File: config.mk
export PLATFORM = sky130hd
export DESIGN_NAME = dht_mod
export DESIGN_NICKNAME = d
export VERILOG_FILES = /design/src/design/dht_pkg.sv /design/src/design/dht_mod.sv
export SDC_FILE = /design/constraint.sdc
export NUM_CORES = 1
export LEC_CHECK = 0
export BUFFER_PORTS_ARGS = -buffer_cell sky130_fd_sc_hd__buf_4
export CAP_MARGIN = 20
export CORE_AREA = 2 2 39 41
export DETAILED_ROUTE_END_ITERATION = 6
export DIE_AREA = 0 0 41 43
export GPL_TIMING_DRIVEN = 0
export PLACE_DENSITY_LB_ADDON = 0.25
export SYNTH_ARGS = -nofsm -noshare
export SYNTH_HDL_FRONTEND = slang
export SYNTH_SLANG_ARGS = --single-unit
File: constraint.sdc
create_clock -name clk_i -period 0.8 [get_ports clk_i]
set_input_delay 0 -clock clk_i [delete_from_list [all_inputs] [get_ports clk_i]]
set_output_delay 0 -clock clk_i [all_outputs]
set_load 0.01 [all_outputs]
File: src/design/dht_pkg.sv
`default_nettype none

package dht_pkg;

  localparam int unsigned DHT_TABLE_SIZE = 16;
  localparam int unsigned DHT_STEP_PRIME = 7;
  localparam int unsigned DHT_KEY_W      = 31;
  localparam int unsigned DHT_SLOT_W     = 4;
  localparam int unsigned DHT_STATUS_W   = 3;
  localparam int unsigned DHT_PROBE_W    = 5;

  typedef enum logic {
    REQ_INSERT = 1'b0,
    REQ_SEARCH = 1'b1
  } dht_req_e;

  typedef enum logic [DHT_STATUS_W-1:0] {
    ST_INSERTED  = 3'd0,
    ST_FOUND     = 3'd1,
    ST_NOT_FOUND = 3'd2,
    ST_FULL      = 3'd3,
    ST_ZERO_KEY  = 3'd4
  } dht_status_e;

  typedef enum logic [2:0] {
    FSM_CLEAR,
    FSM_IDLE,
    FSM_MOD,
    FSM_STEP,
    FSM_PROBE,
    FSM_DONE
  } dht_state_e;

  typedef struct packed {
    dht_req_e               req_type;
    logic [DHT_KEY_W-1:0]   key;
  } dht_req_t;

  typedef struct packed {
    logic [DHT_SLOT_W-1:0]  slot_index;
    dht_status_e            status;
    logic [DHT_PROBE_W-1:0] probe_count;
  } dht_rsp_t;

endpackage

`default_nettype wire

File: src/design/dht_mod.sv
`default_nettype none

// Remainder by a constant: reciprocal multiply, then one compare and subtract.
module dht_mod import dht_pkg::*; #(
  parameter int unsigned VAL_W = DHT_KEY_W,
  parameter int unsigned MOD   = DHT_TABLE_SIZE
) (
  input  wire logic                     clk_i,
  input  wire logic                     rst_ni,
  input  wire logic                     start_i,
  input  wire logic [VAL_W-1:0]         value_i,
  output logic                          done_o,
  output logic [$clog2(MOD)-1:0]        rem_o
);

  localparam int unsigned RW    = $clog2(MOD);
  localparam int unsigned SH    = VAL_W + RW;
  localparam int unsigned PRD_W = 2 * VAL_W + 1;
  localparam logic [VAL_W:0] RECIP = (VAL_W+1)'((64'd1 << SH) / 64'(MOD));
  localparam logic [RW:0]    MODV  = (RW+1)'(MOD);

  logic              pend_q, pend_d;
  logic              done_q, done_d;
  logic [RW:0]       lo_q, lo_d;
  logic [RW:0]       quo_q, quo_d;
  logic [RW-1:0]     rem_q, rem_d;
  logic [PRD_W-1:0]  prod;
  logic [RW:0]       qm;
  logic [RW:0]       diff;

  // quotient estimate is exact or one low, so the raw remainder is below 2*MOD
  assign prod = value_i * RECIP;
  assign qm   = quo_q * MODV;
  assign diff = lo_q - qm;

  always_comb begin
    pend_d = start_i;
    done_d = pend_q;
    lo_d   = lo_q;
    quo_d  = quo_q;
    rem_d  = rem_q;
    if (start_i) begin
      lo_d  = (RW+1)'(value_i);
      quo_d = (RW+1)'(prod >> SH);
    end
    if (pend_q) begin
      rem_d = (diff >= MODV) ? RW'(diff - MODV) : diff[RW-1:0];
    end
  end

  always_ff @(posedge clk_i or negedge rst_ni) begin
    if (!rst_ni) begin
      pend_q <= 1'b0;
      done_q <= 1'b0;
    end else begin
      pend_q <= pend_d;
      done_q <= done_d;
    end
  end

  always_ff @(posedge clk_i) begin
    lo_q  <= lo_d;
    quo_q <= quo_d;
    rem_q <= rem_d;
  end

  assign done_o = done_q;
  assign rem_o  = rem_q;

endmodule

`default_nettype wire

==> out/results.ini <==
[cells_and_area]
final_net_count=66
num_antenna_cells=0
fill_cells=132
multi_input_cells=0
multi_input_area_sq_um=0
drive_gt1_frac=0.452
synthToLayoutAreaGrowth_pct=66.4
final_cells=47
design_area_sq_um=483

[placement]
place_congestion=0.613
dp.cells=37
placed_area_sq_um=393
port_buffers=11

[synthesis]
synth_most_common_cell=edfxtp_1
ys_types=2
synth_seq_cells=10
syn_inst=10
syn-mean-instance-area_sq_um=29.0
yosysWarnings=0
yosysTopAreaCell=edfxtp_1
synth.area.top_cells=edfxtp_1, dfrtp_1
yosysTopAreaCellShare=0.828
synth.top_cells.by_count=edfxtp_1, dfrtp_1
ys_seq_area_frac=1.00
async_flop_share=0.200
synth-main-ff-cell=edfxtp_1
syn_nets=44
synth.cell_area_sq_um=290
synth_edf_count=8

[pwr]
clockPowerShare=0.316
p_seq_frac=0.594
ir_drop_mv=0.929
p_int_uw=852
p_leak_nw=0.196
powerDensity_nw_per_um2=2160
p_sw_uw=193
swShare=0.185
design_power_total_mw=1.05
pwr-share-comb=0.090

[global_route]
grtUsageMet1=0.0478
busiest_layer=met4
antenna_found_initial=0
overflow=0
grt_max_degree=7
grt_usage=0.0542
grt_pass1_wl_microns=517
grt_use_met3=0.0314
use_met2=0.0563
grt_pass1_vias=137

[setup_path]
r2r.worst_path.cells=0
worstSetupPathType=reg2out
cp.arrival_ns=0.76
critical_path.top_delay_family=flip-flops
end_kind=output pin
critical_path_depth=1
cp-start-kind=flop
max_stage_delay_ns=0.38
worst-path-buf-inv=1
cp_cell_sequence=buf_6
cp_max_fo=1
cp.required_ns=0.80
slowest_stage=edfxtp_1

[timing]
period_share=0.951
max_slew.worst_pin.slew_ns=0.172
fmax_mhz=1310
setup_viol=0
hold_viol=0
fin_crit_ns=0.761
grt_setup_unrepaired=false
relSlewSlack=0.885
slew_viol_final=0
finalClockSkew_ns=0.00123
setup_tns_ns=0

[die]
die_w_microns=41
row_count=14
die_y_microns=43
start_util=0.210
die-area_sq_um=1760
core-area_sq_um=1380
io-pin-count=39

[cts]
cts-root-buf=clkbuf_4
clockBufferDepth=2
clk_latency_ns=0.25
cts_tree=built
clk_pin_slew_worst_paths_ns=0.06
cts.sinks=10
cts.htree.levels=1
cts_buffers=3

[drt]
num_vias=159
wire_per_inst_microns=7.45
totalWireLength_microns=350
ant_nets=0
drt_iter0_drc=0
drc_errors=0
firstDrtPassIters=1
viasPerCell=3.38

[run_status]
status=finished, final reports clean

[hold_path]
hp-class=in2async

[run]
cap_violations=0

worst paths after layout:
kind,startpoint,end,slack [ns]
max,rem_o[0],rem_o[0],0.04
min,rst_ni,done_o,0.06
max reg2reg,done_d,rem_o[1],0.08
min reg2reg,lo_q[3],rem_o[3],0.42
max in group asynchronous,rst_ni,done_d,0.65
min in group clk_i,lo_q[3],rem_o[3],0.42
sequential cells by signal (all words and copies together) (netlist names):
signal	flops
done_o	1
rem_o	4
done_d	1
lo_q	4
per-stage QoR:
step	hold slack [ns]	setup slack [ns]	utilization
4_1_cts	0.0532	0.0201	0.346
3_3_place_gp	-0.216	0.0846	0.284
5_1_grt	0.0611	0.000852	0.349
3_5_place_dp	-0.216	0.0772	0.284
2_1_floorplan	-0.296	0.109	-
6_report	0.0623	0.0390	0.349
final cells by class:
| type | count | area, sq um | share of cell area |
|---|---|---|---|
| clock buffer | 3 | 22.5 | 0.0466 |
| timing repair buffer | 17 | 146 | 0.303 |
| sequential | 10 | 290 | 0.601 |
| tap | 16 | 20.0 | 0.0415 |
| clock inverter | 1 | 3.75 | 0.00777 |
cell families (layout without fill, tap and decap cells):
| family | count (synthesis) | in the layout | share of synthesized area |
|---|---|---|---|
| buffers and inverters | 0 | 21 | 0 |
| flip-flops | 10 | 10 | 1.00 |
metal layers:
| layer | wire (microns) | share of wire |
|---|---|---|
| met5 | 0 | 0 |
| met4 | 10 | 0.029 |
| met3 | 41 | 0.12 |
| met2 | 166 | 0.47 |
| met1 | 133 | 0.38 |
cell usage in the layout (no fill, tap or decap):
cell type,n
dlygate4sd3_1,6
edfxtp_1,8
dfrtp_1,2
clkbuf_4,3
buf_4,10
clkinv_1,1
buf_6,1
repair_timing:
item	CTS	global route
gates resized for setup	0	1
setup endpoints to repair	0	1
hold buffers	6	0
setup buffers	0	0
hold endpoints to repair	11	0
power by group through the flow:
stage	clock network [mW]	logic, mW	registers, mW
5_1_grt	0.375	0.102	0.625
4_1_cts	0.349	0.0926	0.621
6_report	0.330	0.0943	0.621
3_5_place_dp	0	0.0694	0.632
3_3_place_gp	0	0.0693	0.631
2_1_floorplan	0	0	0.643
(Power assumes the default switching activity.)
